## config.mk

```make
export PLATFORM = sky130hd
export DESIGN_NAME = sprite_sheet_frame_sequencer_core
export DESIGN_NICKNAME = d
export VERILOG_FILES = /design/src/rtl/ssfs_pkg.sv /design/src/rtl/sprite_sheet_frame_sequencer_core.sv
export SDC_FILE = /design/constraint.sdc
export NUM_CORES = 1
export LEC_CHECK = 0
export BUFFER_PORTS_ARGS = -buffer_cell sky130_fd_sc_hd__buf_4
export CORE_ASPECT_RATIO = 1.2
export CORE_MARGIN = 2
export CORE_UTILIZATION = 35
export CTS_CLUSTER_DIAMETER = 200
export CTS_CLUSTER_SIZE = 12
export DETAILED_ROUTE_END_ITERATION = 12
export PLACE_DENSITY = 0.64
export SLEW_MARGIN = 20
export SYNTH_ARGS = -nofsm -noshare
export SYNTH_HDL_FRONTEND = slang
export SYNTH_SLANG_ARGS = --single-unit
```

## constraint.sdc

```tcl
create_clock -name clock -period 7.15 [get_ports clock]
set_clock_uncertainty 0.2 [all_clocks]
set_input_delay 0.3575 -clock clock [delete_from_list [all_inputs] [get_ports clock]]
set_output_delay 0.3575 -clock clock [all_outputs]
set_load 0.02 [all_outputs]
```

## src/rtl/ssfs_pkg.sv

```systemverilog
`timescale 1ns / 1ps

package ssfs_pkg;

   // Configuration port geometry
   localparam int CSR_IDX_W  = 4;
   localparam int CSR_DATA_W = 12;

   // Register indexes
   localparam logic [CSR_IDX_W-1:0] CSR_FRAMES_PER_ROW = 4'd0;
   localparam logic [CSR_IDX_W-1:0] CSR_FRAME_COUNT    = 4'd1;
   localparam logic [CSR_IDX_W-1:0] CSR_FRAME_WIDTH    = 4'd2;
   localparam logic [CSR_IDX_W-1:0] CSR_FRAME_HEIGHT   = 4'd3;
   localparam logic [CSR_IDX_W-1:0] CSR_ORIGIN_X       = 4'd4;
   localparam logic [CSR_IDX_W-1:0] CSR_ORIGIN_Y       = 4'd5;
   localparam logic [CSR_IDX_W-1:0] CSR_LOOP_LIMIT     = 4'd6;
   localparam logic [CSR_IDX_W-1:0] CSR_END_MODE       = 4'd7;

   // Item actions
   localparam logic ACTION_TICK    = 1'b0;
   localparam logic ACTION_RESTART = 1'b1;

   // end_mode bits
   localparam int END_MODE_REWIND = 0;
   localparam int END_MODE_KEEP   = 1;

   // Field widths
   localparam int COUNT_W = 11;
   localparam int PIX_W   = 12;
   localparam int FRAME_W = 12;
   localparam int COORD_W = 16;
   localparam int PROD_W  = 24;
   localparam int SUM_W   = 26;

   // One quotient bit per divider cycle
   localparam int DIV_STEPS = FRAME_W;

   // Clamp a signed sum to the coordinate range
   function automatic logic [COORD_W-1:0] sat16(input logic signed [SUM_W-1:0] v);
      logic [COORD_W-1:0] r;
      if (v < 0) begin
         r = '0;
      end else if (v > $signed(SUM_W'(65535))) begin
         r = '1;
      end else begin
         r = v[COORD_W-1:0];
      end
      return r;
   endfunction

endpackage

```

## src/rtl/sprite_sheet_frame_sequencer_core.sv

```systemverilog
`timescale 1ns / 1ps

// Channel  | Direction | Handshake           | Payload
// ---------+-----------+---------------------+----------------------------------------
// req_     | in        | req_valid/req_stall | action, now_ms, delay_ms, play_reverse,
//          |           |                     | shown
// rsp_     | out       | rsp_valid/rsp_stall | clip_left/top/right/bottom, clip_written,
//          |           |                     | finished
// csr_     | in        | csr_valid/csr_ready | index, wdata (always ready)
//
// An item that moves to a new frame passes the transfer step, the shared restoring divider
// (one quotient bit each step), then a multiply on the shared 12x12 multiplier and an add,
// first for x and then for y, and a last step to load the result register. Items that change
// no frame go from the transfer to the load. The input is stalled while an item is at work.
// The result register frees the sequencer: a new item may start while a result waits.
// Reset is synchronous and restores register defaults and the sequencer state.

module sprite_sheet_frame_sequencer_core (
   input  logic                                 clock,
   input  logic                                 reset,
   // input items
   input  logic                                 req_valid,
   output logic                                 req_stall,
   input  logic                                 req_action,
   input  logic [31:0]                          req_now_ms,
   input  logic [15:0]                          req_delay_ms,
   input  logic                                 req_play_reverse,
   input  logic                                 req_shown,
   // results
   output logic                                 rsp_valid,
   input  logic                                 rsp_stall,
   output logic [15:0]                          rsp_clip_left,
   output logic [15:0]                          rsp_clip_top,
   output logic [15:0]                          rsp_clip_right,
   output logic [15:0]                          rsp_clip_bottom,
   output logic                                 rsp_clip_written,
   output logic                                 rsp_finished,
   // configuration writes
   input  logic                                 csr_valid,
   output logic                                 csr_ready,
   input  logic [ssfs_pkg::CSR_IDX_W-1:0]       csr_index,
   input  logic [ssfs_pkg::CSR_DATA_W-1:0]      csr_wdata
);

   import ssfs_pkg::*;

   typedef enum logic [2:0] {
      ST_IDLE,
      ST_DIV,
      ST_MULX,
      ST_ADDX,
      ST_MULY,
      ST_ADDY,
      ST_FINISH
   } state_type;

   // configuration registers
   logic [COUNT_W-1:0] fpr_ff, fpr_in;
   logic [COUNT_W-1:0] fcnt_ff, fcnt_in;
   logic [PIX_W-1:0]   fw_ff, fw_in;
   logic [PIX_W-1:0]   fh_ff, fh_in;
   logic [PIX_W-1:0]   ox_ff, ox_in;
   logic [PIX_W-1:0]   oy_ff, oy_in;
   logic [7:0]         loop_lim_ff, loop_lim_in;
   logic [1:0]         end_mode_ff, end_mode_in;

   // animation state
   logic signed [FRAME_W-1:0] frame_ff, frame_in;
   logic [31:0]               last_time_ff, last_time_in;
   logic [7:0]                loops_ff, loops_in;
   logic                      done_ff, done_in;
   logic                      going_back_ff, going_back_in;
   logic [COORD_W-1:0]        left_ff, left_in;
   logic [COORD_W-1:0]        top_ff, top_in;
   logic [COORD_W-1:0]        right_ff, right_in;
   logic [COORD_W-1:0]        bottom_ff, bottom_in;

   // sequencer and shared datapath
   state_type          state_ff, state_in;
   logic [3:0]         cnt_ff, cnt_in;
   logic [COUNT_W-1:0] rem_ff, rem_in;
   logic [FRAME_W-1:0] quo_ff, quo_in;
   logic               neg_ff, neg_in;
   logic [PROD_W-1:0]  prod_ff, prod_in;
   logic               written_ff, written_in;

   // result register
   logic               rsp_valid_ff, rsp_valid_in;
   logic [COORD_W-1:0] rsp_left_ff, rsp_left_in;
   logic [COORD_W-1:0] rsp_top_ff, rsp_top_in;
   logic [COORD_W-1:0] rsp_right_ff, rsp_right_in;
   logic [COORD_W-1:0] rsp_bottom_ff, rsp_bottom_in;
   logic               rsp_written_ff, rsp_written_in;
   logic               rsp_finished_ff, rsp_finished_in;

   // combinational helpers
   logic                      req_take;
   logic [COUNT_W-1:0]        cols;
   logic [COUNT_W-1:0]        last_idx;
   logic signed [FRAME_W:0]   frame_ext;
   logic signed [FRAME_W:0]   last_ext;
   logic                      past_last;
   logic                      limit_hit;
   logic                      step_due;
   logic [31:0]               elapsed;
   logic                      show_go;
   logic signed [FRAME_W-1:0] show_f;
   logic signed [FRAME_W-1:0] rev_f;
   logic                      rev_back;
   logic [FRAME_W-1:0]        div_trial;
   logic                      div_ge;
   logic [FRAME_W-1:0]        mul_a;
   logic [PIX_W-1:0]          mul_b;
   logic [PROD_W-1:0]         mul_p;
   logic [PIX_W:0]            base_lo;
   logic [PIX_W:0]            base_hi;
   logic signed [SUM_W-1:0]   prod_s;
   logic signed [SUM_W-1:0]   sum_lo;
   logic signed [SUM_W-1:0]   sum_hi;

   assign req_take  = req_valid && !req_stall;
   assign req_stall = (state_ff != ST_IDLE);
   assign csr_ready = 1'b1;

   // zero columns or frames count as one
   assign cols      = (fpr_ff == '0) ? COUNT_W'(1) : fpr_ff;
   assign last_idx  = (fcnt_ff == '0) ? '0 : fcnt_ff - COUNT_W'(1);
   assign frame_ext = {frame_ff[FRAME_W-1], frame_ff};
   assign last_ext  = $signed({2'b00, last_idx});
   assign past_last = frame_ext > last_ext;
   assign limit_hit = (loop_lim_ff != '0) && (loops_ff == loop_lim_ff);
   assign elapsed   = req_now_ms - last_time_ff;
   assign step_due  = elapsed >= {16'd0, req_delay_ms};

   // divider step: shift in the next dividend bit, subtract if it fits
   assign div_trial = {rem_ff, quo_ff[FRAME_W-1]};
   assign div_ge    = div_trial >= {1'b0, cols};

   // shared multiplier: column by width, then row by height
   assign mul_a = (state_ff == ST_MULX) ? {1'b0, rem_ff} : quo_ff;
   assign mul_b = (state_ff == ST_MULX) ? fw_ff : fh_ff;
   assign mul_p = PROD_W'(mul_a) * PROD_W'(mul_b);

   // shared adder pair: origin edge and far edge, offset by the product
   assign base_lo = (state_ff == ST_ADDX) ? {1'b0, ox_ff} : {1'b0, oy_ff};
   assign base_hi = (state_ff == ST_ADDX) ? ({1'b0, ox_ff} + {1'b0, fw_ff})
                                          : ({1'b0, oy_ff} + {1'b0, fh_ff});
   assign prod_s  = $signed({2'b00, prod_ff});
   assign sum_lo  = neg_ff ? ($signed(SUM_W'(base_lo)) - prod_s)
                           : ($signed(SUM_W'(base_lo)) + prod_s);
   assign sum_hi  = neg_ff ? ($signed(SUM_W'(base_hi)) - prod_s)
                           : ($signed(SUM_W'(base_hi)) + prod_s);

   // reverse play: bounce off the top, restart climbing from below zero
   always_comb begin
      rev_f    = frame_ff;
      rev_back = going_back_ff;
      if (past_last) begin
         rev_f    = $signed({1'b0, last_idx} - FRAME_W'(1));
         rev_back = 1'b1;
      end else if (frame_ff < 0) begin
         rev_f    = FRAME_W'(1);
         rev_back = 1'b0;
      end
   end

   // next-state logic
   always_comb begin
      fpr_in          = fpr_ff;
      fcnt_in         = fcnt_ff;
      fw_in           = fw_ff;
      fh_in           = fh_ff;
      ox_in           = ox_ff;
      oy_in           = oy_ff;
      loop_lim_in     = loop_lim_ff;
      end_mode_in     = end_mode_ff;
      frame_in        = frame_ff;
      last_time_in    = last_time_ff;
      loops_in        = loops_ff;
      done_in         = done_ff;
      going_back_in   = going_back_ff;
      left_in         = left_ff;
      top_in          = top_ff;
      right_in        = right_ff;
      bottom_in       = bottom_ff;
      state_in        = state_ff;
      cnt_in          = cnt_ff;
      rem_in          = rem_ff;
      quo_in          = quo_ff;
      neg_in          = neg_ff;
      prod_in         = prod_ff;
      written_in      = written_ff;
      rsp_valid_in    = rsp_valid_ff && rsp_stall;
      rsp_left_in     = rsp_left_ff;
      rsp_top_in      = rsp_top_ff;
      rsp_right_in    = rsp_right_ff;
      rsp_bottom_in   = rsp_bottom_ff;
      rsp_written_in  = rsp_written_ff;
      rsp_finished_in = rsp_finished_ff;
      show_go         = 1'b0;
      show_f          = '0;

      // register writes
      if (csr_valid && csr_ready) begin
         case (csr_index)
            CSR_FRAMES_PER_ROW: fpr_in      = csr_wdata[COUNT_W-1:0];
            CSR_FRAME_COUNT:    fcnt_in     = csr_wdata[COUNT_W-1:0];
            CSR_FRAME_WIDTH:    fw_in       = csr_wdata[PIX_W-1:0];
            CSR_FRAME_HEIGHT:   fh_in       = csr_wdata[PIX_W-1:0];
            CSR_ORIGIN_X:       ox_in       = csr_wdata[PIX_W-1:0];
            CSR_ORIGIN_Y:       oy_in       = csr_wdata[PIX_W-1:0];
            CSR_LOOP_LIMIT:     loop_lim_in = csr_wdata[7:0];
            CSR_END_MODE:       end_mode_in = csr_wdata[1:0];
            default: ;
         endcase
      end

      case (state_ff)
         ST_IDLE: begin
            if (req_take) begin
               state_in   = ST_FINISH;
               written_in = 1'b0;
               if (req_action == ACTION_RESTART) begin
                  frame_in      = '0;
                  last_time_in  = '0;
                  loops_in      = '0;
                  done_in       = 1'b0;
                  going_back_in = 1'b0;
                  show_go       = 1'b1;
               end else if (req_shown) begin
                  if (done_ff) begin
                     written_in = end_mode_ff[END_MODE_KEEP];
                  end else if (!step_due) begin
                     written_in = 1'b1;
                  end else begin
                     written_in   = 1'b1;
                     last_time_in = req_now_ms;
                     if (limit_hit) begin
                        // loop limit reached: finish, and rewind if end_mode asks and play is forward
                        done_in = 1'b1;
                        show_go = !req_play_reverse && end_mode_ff[END_MODE_REWIND];
                     end else if (req_play_reverse) begin
                        if (past_last) begin
                           loops_in = loops_ff + 8'd1;
                        end
                        going_back_in = rev_back;
                        show_go       = 1'b1;
                        show_f        = rev_f;
                        frame_in      = rev_back ? rev_f - FRAME_W'(1)
                                                 : rev_f + FRAME_W'(1);
                     end else if (past_last) begin
                        loops_in = loops_ff + 8'd1;
                        frame_in = FRAME_W'(1);
                        show_go  = 1'b1;
                     end else begin
                        show_go  = 1'b1;
                        show_f   = frame_ff;
                        frame_in = frame_ff + FRAME_W'(1);
                     end
                  end
               end
               // start the divider on the frame magnitude
               if (show_go) begin
                  state_in = ST_DIV;
                  neg_in   = show_f[FRAME_W-1];
                  quo_in   = show_f[FRAME_W-1] ? FRAME_W'(-show_f) : show_f;
                  rem_in   = '0;
                  cnt_in   = '0;
               end
            end
         end

         ST_DIV: begin
            rem_in = div_ge ? COUNT_W'(div_trial - {1'b0, cols}) : div_trial[COUNT_W-1:0];
            quo_in = {quo_ff[FRAME_W-2:0], div_ge};
            cnt_in = cnt_ff + 4'd1;
            if (cnt_ff == 4'(DIV_STEPS - 1)) begin
               state_in = ST_MULX;
            end
         end

         ST_MULX: begin
            prod_in  = mul_p;
            state_in = ST_ADDX;
         end

         ST_ADDX: begin
            left_in  = sat16(sum_lo);
            right_in = sat16(sum_hi);
            state_in = ST_MULY;
         end

         ST_MULY: begin
            prod_in  = mul_p;
            state_in = ST_ADDY;
         end

         ST_ADDY: begin
            top_in    = sat16(sum_lo);
            bottom_in = sat16(sum_hi);
            state_in  = ST_FINISH;
         end

         ST_FINISH: begin
            // load the result register once it is free
            if (!rsp_valid_ff || !rsp_stall) begin
               rsp_valid_in    = 1'b1;
               rsp_left_in     = left_ff;
               rsp_top_in      = top_ff;
               rsp_right_in    = right_ff;
               rsp_bottom_in   = bottom_ff;
               rsp_written_in  = written_ff;
               rsp_finished_in = done_ff;
               state_in        = ST_IDLE;
            end
         end

         default: begin
            state_in = ST_IDLE;
         end
      endcase
   end

   always_ff @(posedge clock) begin
      if (reset) begin
         fpr_ff        <= COUNT_W'(1);
         fcnt_ff       <= COUNT_W'(1);
         fw_ff         <= '0;
         fh_ff         <= '0;
         ox_ff         <= '0;
         oy_ff         <= '0;
         loop_lim_ff   <= '0;
         end_mode_ff   <= '0;
         frame_ff      <= '0;
         last_time_ff  <= '0;
         loops_ff      <= '0;
         done_ff       <= 1'b0;
         going_back_ff <= 1'b0;
         left_ff       <= '0;
         top_ff        <= '0;
         right_ff      <= '0;
         bottom_ff     <= '0;
         state_ff      <= ST_IDLE;
         rsp_valid_ff  <= 1'b0;
      end else begin
         fpr_ff        <= fpr_in;
         fcnt_ff       <= fcnt_in;
         fw_ff         <= fw_in;
         fh_ff         <= fh_in;
         ox_ff         <= ox_in;
         oy_ff         <= oy_in;
         loop_lim_ff   <= loop_lim_in;
         end_mode_ff   <= end_mode_in;
         frame_ff      <= frame_in;
         last_time_ff  <= last_time_in;
         loops_ff      <= loops_in;
         done_ff       <= done_in;
         going_back_ff <= going_back_in;
         left_ff       <= left_in;
         top_ff        <= top_in;
         right_ff      <= right_in;
         bottom_ff     <= bottom_in;
         state_ff      <= state_in;
         rsp_valid_ff  <= rsp_valid_in;
      end
      cnt_ff          <= cnt_in;
      rem_ff          <= rem_in;
      quo_ff          <= quo_in;
      neg_ff          <= neg_in;
      prod_ff         <= prod_in;
      written_ff      <= written_in;
      rsp_left_ff     <= rsp_left_in;
      rsp_top_ff      <= rsp_top_in;
      rsp_right_ff    <= rsp_right_in;
      rsp_bottom_ff   <= rsp_bottom_in;
      rsp_written_ff  <= rsp_written_in;
      rsp_finished_ff <= rsp_finished_in;
   end

   assign rsp_valid        = rsp_valid_ff;
   assign rsp_clip_left    = rsp_left_ff;
   assign rsp_clip_top     = rsp_top_ff;
   assign rsp_clip_right   = rsp_right_ff;
   assign rsp_clip_bottom  = rsp_bottom_ff;
   assign rsp_clip_written = rsp_written_ff;
   assign rsp_finished     = rsp_finished_ff;

   // a restart clears the sequence
   a_restart_clears: assert property (@(posedge clock) disable iff (reset)
      req_take && req_action == ACTION_RESTART |=>
         !done_ff && frame_ff == '0 && loops_ff == '0)
      else $error("restart did not clear the sequencer");

   // partial remainder stays below the divisor
   a_div_rem: assert property (@(posedge clock) disable iff (reset)
      state_ff == ST_DIV |-> rem_ff < cols)
      else $error("divider remainder out of range");

   // far edges never lie before near edges
   a_rect_order: assert property (@(posedge clock) disable iff (reset)
      left_ff <= right_ff && top_ff <= bottom_ff)
      else $error("clip rectangle inverted");

   // a result appears only from the final sequencer step
   a_rsp_source: assert property (@(posedge clock) disable iff (reset)
      $rose(rsp_valid_ff) |-> $past(state_ff == ST_FINISH))
      else $error("result raised outside the final step");

endmodule

```

==> metrics, run 1 <==
status=completed; RSZ-0062 raised after global routing=false; EDFF count, synth=approximately 120; final net count=3506; pwr dens=approximately 300 nW/um^2; critical path cell sequence=nor2b_2 -> nor2b_4 -> buf_12 -> buf_4 -> mux2_2 -> nand2_1 -> fa_1 -> fa_1 -> inv_1 -> fa_1 -> inv_1 -> fa_1 -> inv_1 -> fa_1 -> ha_1 -> a21o_1 -> o21a_1 -> o31a_1 -> nor4_1 -> nor3_1 -> a41o_1 -> o41ai_1 -> xnor2_1; most frequent CP cell=fa_1; Sw Ratio=0.441; clock sink total=roughly 320; area of the multi-input gates=roughly 17000 sq um; area of the core=72400 sq um; Clock Latency Late Sink=between 0.5 and 0.6 ns; Hold WC Path Type=in2reg; share of layout cells above drive strength 1=0.105; Clock Power Share=0.169; routability cong.=0.945; Seq/Total Area, Yosys=0.297; Layout Cells excl Fill=4053; io pins=between 100 and 150; Core Util, Final=0.402; # rows=108; CTS tree=built; post-synthesis cell count=approximately 3000; CTS Buf Count=30; Peak VDD IR=approximately 0.75 mV; synth top area cells=dfxtp_1 16%, edfxtp_1 14%, ha_1 11%; Lkg Pwr=between 10 and 15 nW; critical path class=reg2reg; Synth Area in Adders=0.196; Setup Viol. Count Final=0; initial antenna violation count=0; flip-flop and latch area=7620 sq um; FMAX=roughly 150 MHz; Comb pwr share=0.572; Final Hold Viols=0; detailed router's first-iteration violation count=~1300; largest family of logic cells by synthesized area=adder cells; post-placement cell count=between 3000 and 4000; Mean Syn Cell Area=between 8 and 9 sq um; Routed wire per std cell=between 15 and 20 um; Synth Area in Simple Gates=0.176; total number of vias=~22000; crit path max-delay cell type=fa_1; Max Cap Viol=0; Arr. time, crit path=slightly below 7 ns; Critical Path Source Type=register; Synth Area in Compound Gates=0.171; period utilization=0.944; Longest Clk Path Bufs=3; max-slew violation count=0; xor and xnor area share after synthesis=0.0468; fillers=7405; Final Power=about 0.0089 W; Worst path max stage delay=between 0.5 and 0.6 ns; Int Pwr=around 0.0050 W; largest net degree at the start of global routing=between 80 and 90; cell at the root of the clock tree=clkbuf_16; Vias/cell=between 5 and 6; CP delay by family, top=adder cells; CP Capture Type=register; Yosys cell types=about 100; iteration count of the initial detailed-routing pass=6; Critical Path RT=7.29 ns; full die area=roughly 76000 sq um; register share of total power=0.259; layout overhead on the synthesized area=13.5%; syn_nets=~3400; global route total overflow=0; first-pass GRT wire length=between 100000 and 150000 um; post-synth top area share=0.158; fin crit period=~6.7 ns; antenna-violating nets left=0; Die H=around 300 um; Net Switching=0.00392 W; vias in the first global route=~21000; Setup TNS=0 ns; area leader, netlist=dfxtp_1; R2R Setup Slk=roughly 0.40 ns; most common flop cell mapped by yosys=dfxtp_1; routed wire length=71700 um; mux contribution to synthesized area=0.0513; gr usage total=0.188; CP Buf/Inv Count=5; Yosys warnings=0; CTS clk-pin slew, worst paths=0.08 ns; H-tree levels=1; worst-margin pin slew=1.02 ns; IO Port Bufs=~140; #FFs+latches synth=321; Remaining DRCs=0; slew margin rel.=0.317; DIE WIDTH=approximately 250 um; mapped cell area=around 26000 sq um; post-DP HPWL=56400 um; share of async-settable or async-resettable flops after synthesis=0; Initial Util=0.354; crit-path max FO=12; number of antenna diodes=0
-- kinds of logic (layout without fill, tap and decap cells) --
group,Yosys count,count (layout)
buffers and inverters,405,567
other,1,1
XOR/XNOR,137,137
flip-flops,321,321
multiplexers,128,128
AO/OA/AOI/OAI,654,654
adder cells (fa/ha/maj),337,337
AND/OR/NAND/NOR,973,973
-- tightest hold or removal path: cells and delay by family --
| kind | cells | cell delay, ns |
|---|---|---|
| buffers and inverters | 1 | 0.18 |
| muxes | 1 | 0.12 |
| and+or+nand+nor | 2 | 0.12 |
-- layout make-up --
cell class,instances,area share
multi-input cells,2230,0.567
inverters,273,0.0352
clock inverters,1,0.000172
flip-flops and latches,321,0.261
repair buffers,241,0.0670
well taps,935,0.0401
clock buffers,52,0.0293
-- worst paths after layout --
check                                  from                end  cells past startpoint
worst max register to register  state_ff[1]        prod_ff[22]                     23
worst min-delay path             req_action        frame_ff[0]                      4
worst min register to register  right_ff[0]  rsp_clip_right[0]                      0
worst max-delay path            state_ff[1]        prod_ff[22]                     23
-- sequential cells by signal, summed over array words and instances (netlist names), 16 cells and up --
| name | cells |
|---|---|
| bottom_ff | 16 |
| rsp_clip_right | 16 |
| left_ff | 16 |
| prod_ff | 24 |
| rsp_clip_left | 16 |
| top_ff | 16 |
| rsp_clip_bottom | 16 |
| rsp_clip_top | 16 |
| last_time_ff | 32 |
| right_ff | 16 |
-- repair_timing --
action | CTS | global route
resized for setup | 0 | 4
hold buffers | 47 | 0
hold endpoints to repair | 118 | 0
buffers inserted | 0 | 1
endpoints found under the setup margin | 0 | 3
-- layer usage --
layer  share of wire  wire, um  global-route usage  vias to the layer above
met5               0         0                   0                        -
met2            0.50     35700               0.340                      479
li1                -         -                   -                    10600
met4           0.037      2650              0.0649                        0
met1            0.43     31100               0.233                    10400
met3           0.032      2270              0.0159                      138
-- metrics by stage --
stage	cell area (sq um)	hold WS, ns	setup slack, ns
CTS	29100	0.0365	0.209
floorplan	25700	0.200	0.145
global route	29100	0.0667	0.0382
finish	29100	0.0506	0.404
detailed placement	27800	0.216	0.195
global placement	27800	0.214	0.239
-- Yosys cell counts (all sizes together), types with 17 or more instances --
library cell / count
edfxtp: 119
o21a: 19
a21oi: 214
and3: 27
a21boi: 24
nor3: 43
dfxtp: 202
xor2: 52
inv: 272
nor4: 20
buf: 45
clkbuf: 87
a31oi: 19
and2: 21
fa: 109
mux2i: 102
nand2: 368
or3: 17
o31ai: 20
nor2b: 29
nor2: 273
ha: 228
nand2b: 29
mux2: 26
a221o: 31
o211ai: 22
nand3: 45
nand4: 59
a21o: 41
xnor2: 85
o21ai: 140
-- layout by cell type (no fill, tap or decap), drive strengths merged, types with 8 or more instances in the layout --
cell	netlist	layout
dlygate4sd3	0	47
nor3	43	43
o21a	19	19
mux2	26	26
nand4	59	59
nor2b	29	29
mux2i	102	102
o2111ai	9	9
a21oi	214	214
nor2	273	273
and2	21	21
and3	27	27
o21bai	15	15
a31oi	19	19
xor2	52	52
fa	109	109
nand3b	8	8
o21ai	140	140
clkbuf	87	52
a21o	41	41
edfxtp	119	119
inv	272	272
nor4	20	20
nand2	368	368
or3	17	17
xnor2	85	85
or2	9	9
o31ai	20	20
nor3b	8	8
a211oi	14	14
a21boi	24	24
a31o	8	8
nand2b	29	29
ha	228	228
o211ai	22	22
dfxtp	202	202
a221o	31	31
nand3	45	45
buf	45	194
-- power by group through the flow --
stage	Combinational, W	Sequential [W]	Clock, W
final	0.00508	0.00230	0.00150
after global routing	0.00563	0.00232	0.00159
after CTS	0.00504	0.00230	0.00153
after detailed placement	0.00499	0.00234	0
after global placement	0.00493	0.00234	0
after floorplan	0.00384	0.00224	0
Power figures use the tool's default switching activity.
==> inputs of run 2 (changes only) <==
--- a/config.mk
+++ b/config.mk
@@ -7,12 +7,12 @@
 export LEC_CHECK = 0
 export BUFFER_PORTS_ARGS = -buffer_cell sky130_fd_sc_hd__buf_4
 export CORE_ASPECT_RATIO = 1.2
-export CORE_MARGIN = 2
+export CORE_MARGIN = 1.5
 export CORE_UTILIZATION = 35
 export CTS_CLUSTER_DIAMETER = 200
 export CTS_CLUSTER_SIZE = 12
 export DETAILED_ROUTE_END_ITERATION = 12
-export PLACE_DENSITY = 0.64
+export PLACE_DENSITY_LB_ADDON = 0.08
 export SLEW_MARGIN = 20
 export SYNTH_ARGS = -nofsm -noshare
 export SYNTH_HDL_FRONTEND = slang
==> constraint.sdc (replaced) <==
create_clock -name clock -period 8.58 [get_ports clock]
set_clock_uncertainty 0.2 [all_clocks]
set_input_delay 0.429 -clock clock [delete_from_list [all_inputs] [get_ports clock]]
set_output_delay 0.429 -clock clock [all_outputs]
set_load 0.02 [all_outputs]
==> run 2 against run 1 <==
Fmax fell by 12%. Worst setup slack better by 0.55 ns. Hold slack got worse by 0.024 ns. Critical path depth unchanged. Global-route usage increased by 2.3 points. First-iteration DRC count decreased by 27%. Clock power shrank 15%.
==> metrics, run 2 (synthesized netlist as in run 1, its figures left out) <==
RSZ-0062 raised after global routing=false (unchanged); top flop regs=last_time_ff: 32 flops, prod_ff: 24 flops (unchanged); Critical Path Source Type=register (unchanged); Setup TNS=0 ns (unchanged); antenna-violating nets left=0 (unchanged); period utilization=0.889 (was 0.944); FMAX=131 MHz (was 148 MHz); worst-margin pin slew=1.07 ns (was 1.02 ns); Setup Viol. Count Final=0 (unchanged); first-pass GRT wire length=125000 um (was 115000 um); initial antenna violation count=3 (was 0); crit-path max FO=33 (was 12); share of layout cells above drive strength 1=0.0933 (was 0.105); clock sink total=321 (unchanged); CTS clk-pin slew, worst paths=0.07 ns (was 0.08 ns); Remaining DRCs=0 (unchanged); slew margin rel.=0.284 (was 0.317); critical path class=reg2reg (unchanged); Arr. time, crit path=7.78 ns (was 6.88 ns); commonest non-fill, non-tap cells in the layout=367 x nand2_1, 272 x inv_1, 267 x nor2_1, 228 x ha_1, 209 x a21oi_1 (unchanged); Worst path max stage delay=0.58 ns (was 0.53 ns); Hold WC Path Type=in2reg (unchanged); Post-CTS Setup Repair Bufs=0 (unchanged); most frequent CP cell=fa_1 (unchanged); max-slew violation count=0 (unchanged); Largest register FFs=32 (unchanged); WL met2=41300 um (was 35700 um); H-tree levels=1 (unchanged); detailed router's first-iteration violation count=958 (was 1319); global route total overflow=0 (unchanged); full die area=75000 sq um (was 75500 sq um); Final Power=0.00738 W (was 0.00888 W); commonest non-fill, non-tap cell in the layout=nand2_1 (unchanged); Clock Latency Late Sink=0.62 ns (was 0.59 ns); # rows=108 (unchanged); CP delay by family, top=adder cells (unchanged); layout overhead on the synthesized area=12.6% (was 13.5%); Longest Clk Path Bufs=3 (unchanged); total number of vias=21600 (about the same); area of the multi-input gates=16500 sq um (about the same); cell at the root of the clock tree=clkbuf_16 (unchanged); Comb pwr share=0.565 (was 0.572); status=completed (unchanged); flip-flop and latch area=7620 sq um (unchanged); area of the core=72400 sq um (unchanged); fillers=7393 (was 7405); routability cong.=0.909 (was 0.945); gr usage total=0.211 (was 0.188); Vias/cell=5.36 (was 5.33); CP Buf/Inv Count=3 (was 5); crit path max-delay cell type=mux2i_1 (was fa_1); iteration count of the initial detailed-routing pass=7 (was 6); register share of total power=0.262 (was 0.259); largest net degree at the start of global routing=71 (was 81); pwr dens=255 nW/um^2 (was 305 nW/um^2); Max Used Layer=met5 (was met4); CTS tree=built (unchanged); Max Cap Viol=0 (unchanged); Critical Path RT=8.73 ns (was 7.29 ns); routed wire length=79800 um (was 71700 um); CP Capture Type=register (unchanged); Peak VDD IR=0.672 mV (was 0.755 mV); critical path cell sequence=nor2b_1 -> nor2b_4 -> buf_12 -> mux2i_1 -> nor2_1 -> fa_1 -> fa_1 -> ha_1 -> fa_1 -> inv_1 -> fa_1 -> inv_1 -> ha_1 -> a21boi_0 -> o21ai_0 -> a21oi_1 -> o21a_1 -> o31a_1 -> nor4_1 -> nor3_1 -> a41o_1 -> o41ai_1 -> xnor2_1 (was nor2b_2 -> nor2b_4 -> buf_12 -> buf_4 -> mux2_2 -> nand2_1 -> fa_1 -> fa_1 -> inv_1 -> fa_1 -> inv_1 -> fa_1 -> inv_1 -> fa_1 -> ha_1 -> a21o_1 -> o21a_1 -> o31a_1 -> nor4_1 -> nor3_1 -> a41o_1 -> o41ai_1 -> xnor2_1); io pins=141 (unchanged); IO Port Bufs=139 (unchanged); Final Hold Viols=0 (unchanged); Post-Route M1 WL=33400 um (was 31100 um); DIE WIDTH=250 um (was 251 um); Die H=300 um (was 301 um); Sw Ratio=0.453 (was 0.441); Initial Util=0.354 (unchanged); Top reg by flops=last_time_ff (unchanged); final net count=3475 (was 3506); Lkg Pwr=12.5 nW (was 12.7 nW); fin crit period=7.63 ns (was 6.75 ns); vias in the first global route=22000 (was 21500); Routed wire per std cell=19.8 um (was 17.7 um); Int Pwr=0.00404 W (was 0.00496 W); met3 routed WL=2400 um (was 2270 um); Net Switching=0.00334 W (was 0.00392 W); CTS Buf Count=30 (unchanged); Clock Power Share=0.173 (was 0.169); post-DP HPWL=63100 um (was 56400 um)
[run 2: cell types whose count changed in the layout (fill, tap and decap cells not counted), sizes merged]
cell | before | now
buf | 194 | 162
clkbuf | 52 | 51
clkinv | 2 | 3
diode | 0 | 1
dlygate4sd3 | 47 | 48
[run 2: power by group through the flow]
stage                     Combinational, W  Clock (W)  Sequential [W]
after floorplan                    0.00320          0         0.00186
after global placement             0.00406          0         0.00197
after detailed placement           0.00412          0         0.00197
after CTS                          0.00416    0.00132         0.00193
after global routing               0.00466    0.00138         0.00195
final                              0.00417    0.00128         0.00193
[run 2: cell type report]
type	instances	share of cell area
Antenna cell	1	0.0000866
Tap cell	935	0.0405
Clock buffer	51	0.0287
Multi-Input combinational cell	2230	0.571
Timing Repair Buffer	210	0.0598
Clock inverter	2	0.00121
Inverter	273	0.0355
Sequential cell	321	0.264
[run 2: stage by stage]
| step | hold WS, ns | setup WS (ns) | cell area [sq um] | util | cells |
|---|---|---|---|---|---|
| after floorplan | 0.200 | 1.42 | 25700 | - | 2956 |
| after global placement | 0.213 | 1.07 | 27500 | 0.380 | 3920 |
| after detailed placement | 0.217 | 1.07 | 27500 | 0.380 | 3920 |
| after CTS | 0.00794 | 1.04 | 28900 | 0.399 | 4021 |
| after global routing | 0.0422 | 0.507 | 28900 | 0.399 | 4023 |
| final | 0.0269 | 0.953 | 28900 | 0.399 | 4023 |
[run 2: timing repair]
action / CTS / global route
resized for setup: 0 / 0
hold buffers: 48 / 0
hold endpoints to repair: 115 / 0
[run 2: worst register-to-register path, stage by stage, from the launching register on]
cell and delay, ns:
dfxtp_1 0.54, nor2b_1 0.25, nor2b_4 0.48, buf_12 0.30, mux2i_1 0.60, nor2_1 0.12
fa_1 0.56, fa_1 0.44, ha_1 0.32, fa_1 0.54, inv_1 0.06, fa_1 0.53
inv_1 0.04, ha_1 0.31, a21boi_0 0.15, o21ai_0 0.24, a21oi_1 0.15, o21a_1 0.24
o31a_1 0.28, nor4_1 0.21, nor3_1 0.14, a41o_1 0.27, o41ai_1 0.31, xnor2_1 0.10
[run 2: path summary, 6_finish.rpt]
check / depth (start not counted) / to / slack [ns] / start
hold / removal: 3 / state_ff[2] / 0.03 / req_valid
hold reg to reg: 0 / rsp_clip_bottom[8] / 0.21 / bottom_ff[8]
setup reg to reg: 23 / prod_ff[22] / 0.95 / state_ff[1]
setup / recovery: 23 / prod_ff[22] / 0.95 / state_ff[1]
[run 2: metal layers]
metal,vias to the layer above,track usage
li1,10500,-
met1,10400,0.248
met2,430,0.400
met3,143,0.0192
met4,4,0.0680
met5,-,0
==> inputs of run 3 (changes only) <==
--- a/config.mk
+++ b/config.mk
@@ -8,7 +8,7 @@
 export BUFFER_PORTS_ARGS = -buffer_cell sky130_fd_sc_hd__buf_4
 export CORE_ASPECT_RATIO = 1.2
 export CORE_MARGIN = 1.5
-export CORE_UTILIZATION = 35
+export CORE_UTILIZATION = 30
 export CTS_CLUSTER_DIAMETER = 200
 export CTS_CLUSTER_SIZE = 12
 export DETAILED_ROUTE_END_ITERATION = 12
==> constraint.sdc (replaced) <==
create_clock -name clock -period 6.75 [get_ports clock]
set_clock_uncertainty 0.2 [all_clocks]
set_input_delay 0.3375 -clock clock [delete_from_list [all_inputs] [get_ports clock]]
set_output_delay 0.3375 -clock clock [all_outputs]
set_load 0.02 [all_outputs]
==> run 3 against run 2 <==
Power increased by 31%. Non-clock buffer count increased by 103. Register-to-register slack got worse by 0.78 ns. Final cell count increased by 7.4%. Fmax increased by 16%. Global-route usage decreased by 2.2 points. Clock-buffer cell count increased by 1. Clock power increased by 28%. Cell area increased by 4.0%. First-iteration DRC count increased by 2.8%. Flip-flop and latch count unchanged. Critical endpoint unchanged.
==> metrics, run 3 (synthesized netlist as in run 1, its figures left out) <==
status=completed (unchanged); Hold WS=0.0283 ns (was 0.0269 ns); routability cong.=0.906 (was 0.909); flip-flop and latch area=7620 sq um (unchanged); Critical Path RT=6.90 ns (was 8.73 ns); total number of vias=21800 (was 21600); crit-path max FO=11 (was 33); CTS tree=built (unchanged); commonest non-fill, non-tap cells in the layout=367 x nand2_1, 272 x inv_1, 267 x nor2_1, 257 x buf_4, 227 x ha_1 (was 367 x nand2_1, 272 x inv_1, 267 x nor2_1, 228 x ha_1, 209 x a21oi_1); global route total overflow=0 (unchanged); fin crit period=6.57 ns (was 7.63 ns); detailed router's first-iteration violation count=985 (was 958); CP Capture Type=register (unchanged); critical path class=reg2reg (unchanged); period utilization=0.974 (was 0.889); first-pass GRT wire length=130000 um (was 125000 um); worst-margin pin slew=1.06 ns (was 1.07 ns); Placement Setup Slack=0.0924 ns (was 1.07 ns); CTS clk-pin slew, worst paths=0.07 ns (about the same); Arr. time, crit path=6.72 ns (was 7.78 ns); gr usage total=0.189 (was 0.211); FMAX=152 MHz (was 131 MHz); IO Port Bufs=139 (unchanged); top flop regs=last_time_ff: 32 flops, prod_ff: 24 flops (unchanged); Routed wire per std cell=19.4 um (was 19.8 um); setup ws final=0.176 ns (was 0.953 ns); iteration count of the initial detailed-routing pass=5 (was 7); Sw Ratio=0.447 (was 0.453); share of layout cells above drive strength 1=0.127 (was 0.0933); Final Power=0.00969 W (was 0.00738 W); clock sink total=321 (unchanged); fillers=8849 (was 7393); pwr dens=322 nW/um^2 (was 255 nW/um^2); Net Switching=0.00433 W (was 0.00334 W); Core Util, Final=0.355 (was 0.399); antenna-violating nets left=0 (unchanged); final net count=3578 (was 3475); Remaining DRCs=0 (unchanged); RSZ-0062 raised after global routing=true (was false); fin area=30100 sq um (was 28900 sq um); H-tree levels=1 (unchanged); layout overhead on the synthesized area=17.2% (was 12.6%); Clock Power Share=0.170 (was 0.173); vias in the first global route=22400 (was 22000); DIE WIDTH=270 um (was 250 um); Initial Util=0.303 (was 0.354); Comb pwr share=0.577 (was 0.565); Top reg by flops=last_time_ff (unchanged); CTS Buf Count=30 (unchanged); Placed Area=28500 sq um (was 27500 sq um); max-slew violation count=0 (unchanged); slew margin rel.=0.292 (was 0.284); area of the multi-input gates=16600 sq um (was 16500 sq um); cell at the root of the clock tree=clkbuf_16 (unchanged); Largest register FFs=32 (unchanged); Clock Latency Late Sink=0.64 ns (was 0.62 ns); Die H=323 um (was 300 um); Hold WC Path Type=in2reg (unchanged); commonest non-fill, non-tap cell in the layout=nand2_1 (unchanged); Longest Clk Path Bufs=3 (unchanged); register share of total power=0.254 (was 0.262); full die area=87300 sq um (was 75000 sq um); initial antenna violation count=2 (was 3); # rows=117 (was 108); Int Pwr=0.00536 W (was 0.00404 W); io pins=141 (unchanged); Max Cap Viol=0 (unchanged); largest net degree at the start of global routing=82 (was 71); Vias/cell=5.04 (was 5.36); routed wire length=83600 um (was 79800 um); Peak VDD IR=1.29 mV (was 0.672 mV); Final Hold Viols=0 (unchanged); post-DP HPWL=66800 um (was 63100 um); Lkg Pwr=13.1 nW (was 12.5 nW); Critical Path Source Type=register (unchanged); area of the core=84800 sq um (was 72400 sq um); Setup Viol. Count Final=0 (unchanged)
[run 3: routing by layer]
| metal | up-vias | global-route usage | wire length, um |
|---|---|---|---|
| li1 | 10700 | - | - |
| met1 | 10600 | 0.217 | 34500 |
| met2 | 408 | 0.366 | 44000 |
| met3 | 119 | 0.0154 | 2330 |
| met4 | 2 | 0.0628 | 2830 |
| met5 | - | 0 | 11 |
[run 3: area by class of cell]
type,instances,share of cell area
multi-input cells,2230,0.552
flip-flops and latches,321,0.253
repair buffers,313,0.0849
well taps,1130,0.0470
inverters,273,0.0341
clock buffers,52,0.0277
clock inverters,2,0.00117
diodes,1,0.0000832
[run 3: worst paths after layout]
check / from / to / slack, ns / depth (start not counted)
max: state_ff[1] / prod_ff[22] / 0.18 / 24
min: req_action / state_ff[0] / 0.03 / 3
max reg2reg: state_ff[1] / prod_ff[22] / 0.18 / 24
min reg2reg: right_ff[6] / rsp_clip_right[6] / 0.23 / 0
[run 3: metrics by stage]
| stage | TNS, ns | instances |
|---|---|---|
| 2_1_floorplan | 0 | 2956 |
| 3_3_place_gp | 0 | 4214 |
| 3_5_place_dp | 0 | 4214 |
| 4_1_cts | 0 | 4318 |
| 5_1_grt | -0.0995 | 4322 |
| 6_report | 0 | 4322 |
[run 3: power by group through the flow]
stage	Sequential, W	Clock, W	Combinational, W
2_1_floorplan	0.00237	0	0.00406
3_5_place_dp	0.00250	0	0.00554
5_1_grt	0.00248	0.00179	0.00624
3_3_place_gp	0.00250	0	0.00548
4_1_cts	0.00246	0.00171	0.00559
6_report	0.00246	0.00164	0.00559
[run 3: critical path, cell delays in order, from the launching register on]
cell,delay (ns)
dfxtp_1,0.34
nor2b_4,0.15
nor2b_4,0.16
buf_12,0.16
buf_16,0.15
mux2i_1,0.08
buf_4,0.15
or2_2,0.31
fa_1,0.45
fa_1,0.49
inv_1,0.05
fa_1,0.53
inv_1,0.06
fa_1,0.53
inv_1,0.05
fa_1,0.58
ha_4,0.21
a21o_1,0.18
o21a_1,0.18
o31a_1,0.27
nor4_2,0.16
nor3_1,0.11
a41o_1,0.27
o41ai_2,0.31
xnor2_1,0.10
[run 3: timing repair]
| item | CTS | global route |
|---|---|---|
| endpoints found under the hold margin | 121 | 0 |
| buffers inserted | 0 | 2 |
| gates resized for setup | 0 | 25 |
| hold buffers | 50 | 0 |
| setup endpoints to repair | 0 | 7 |
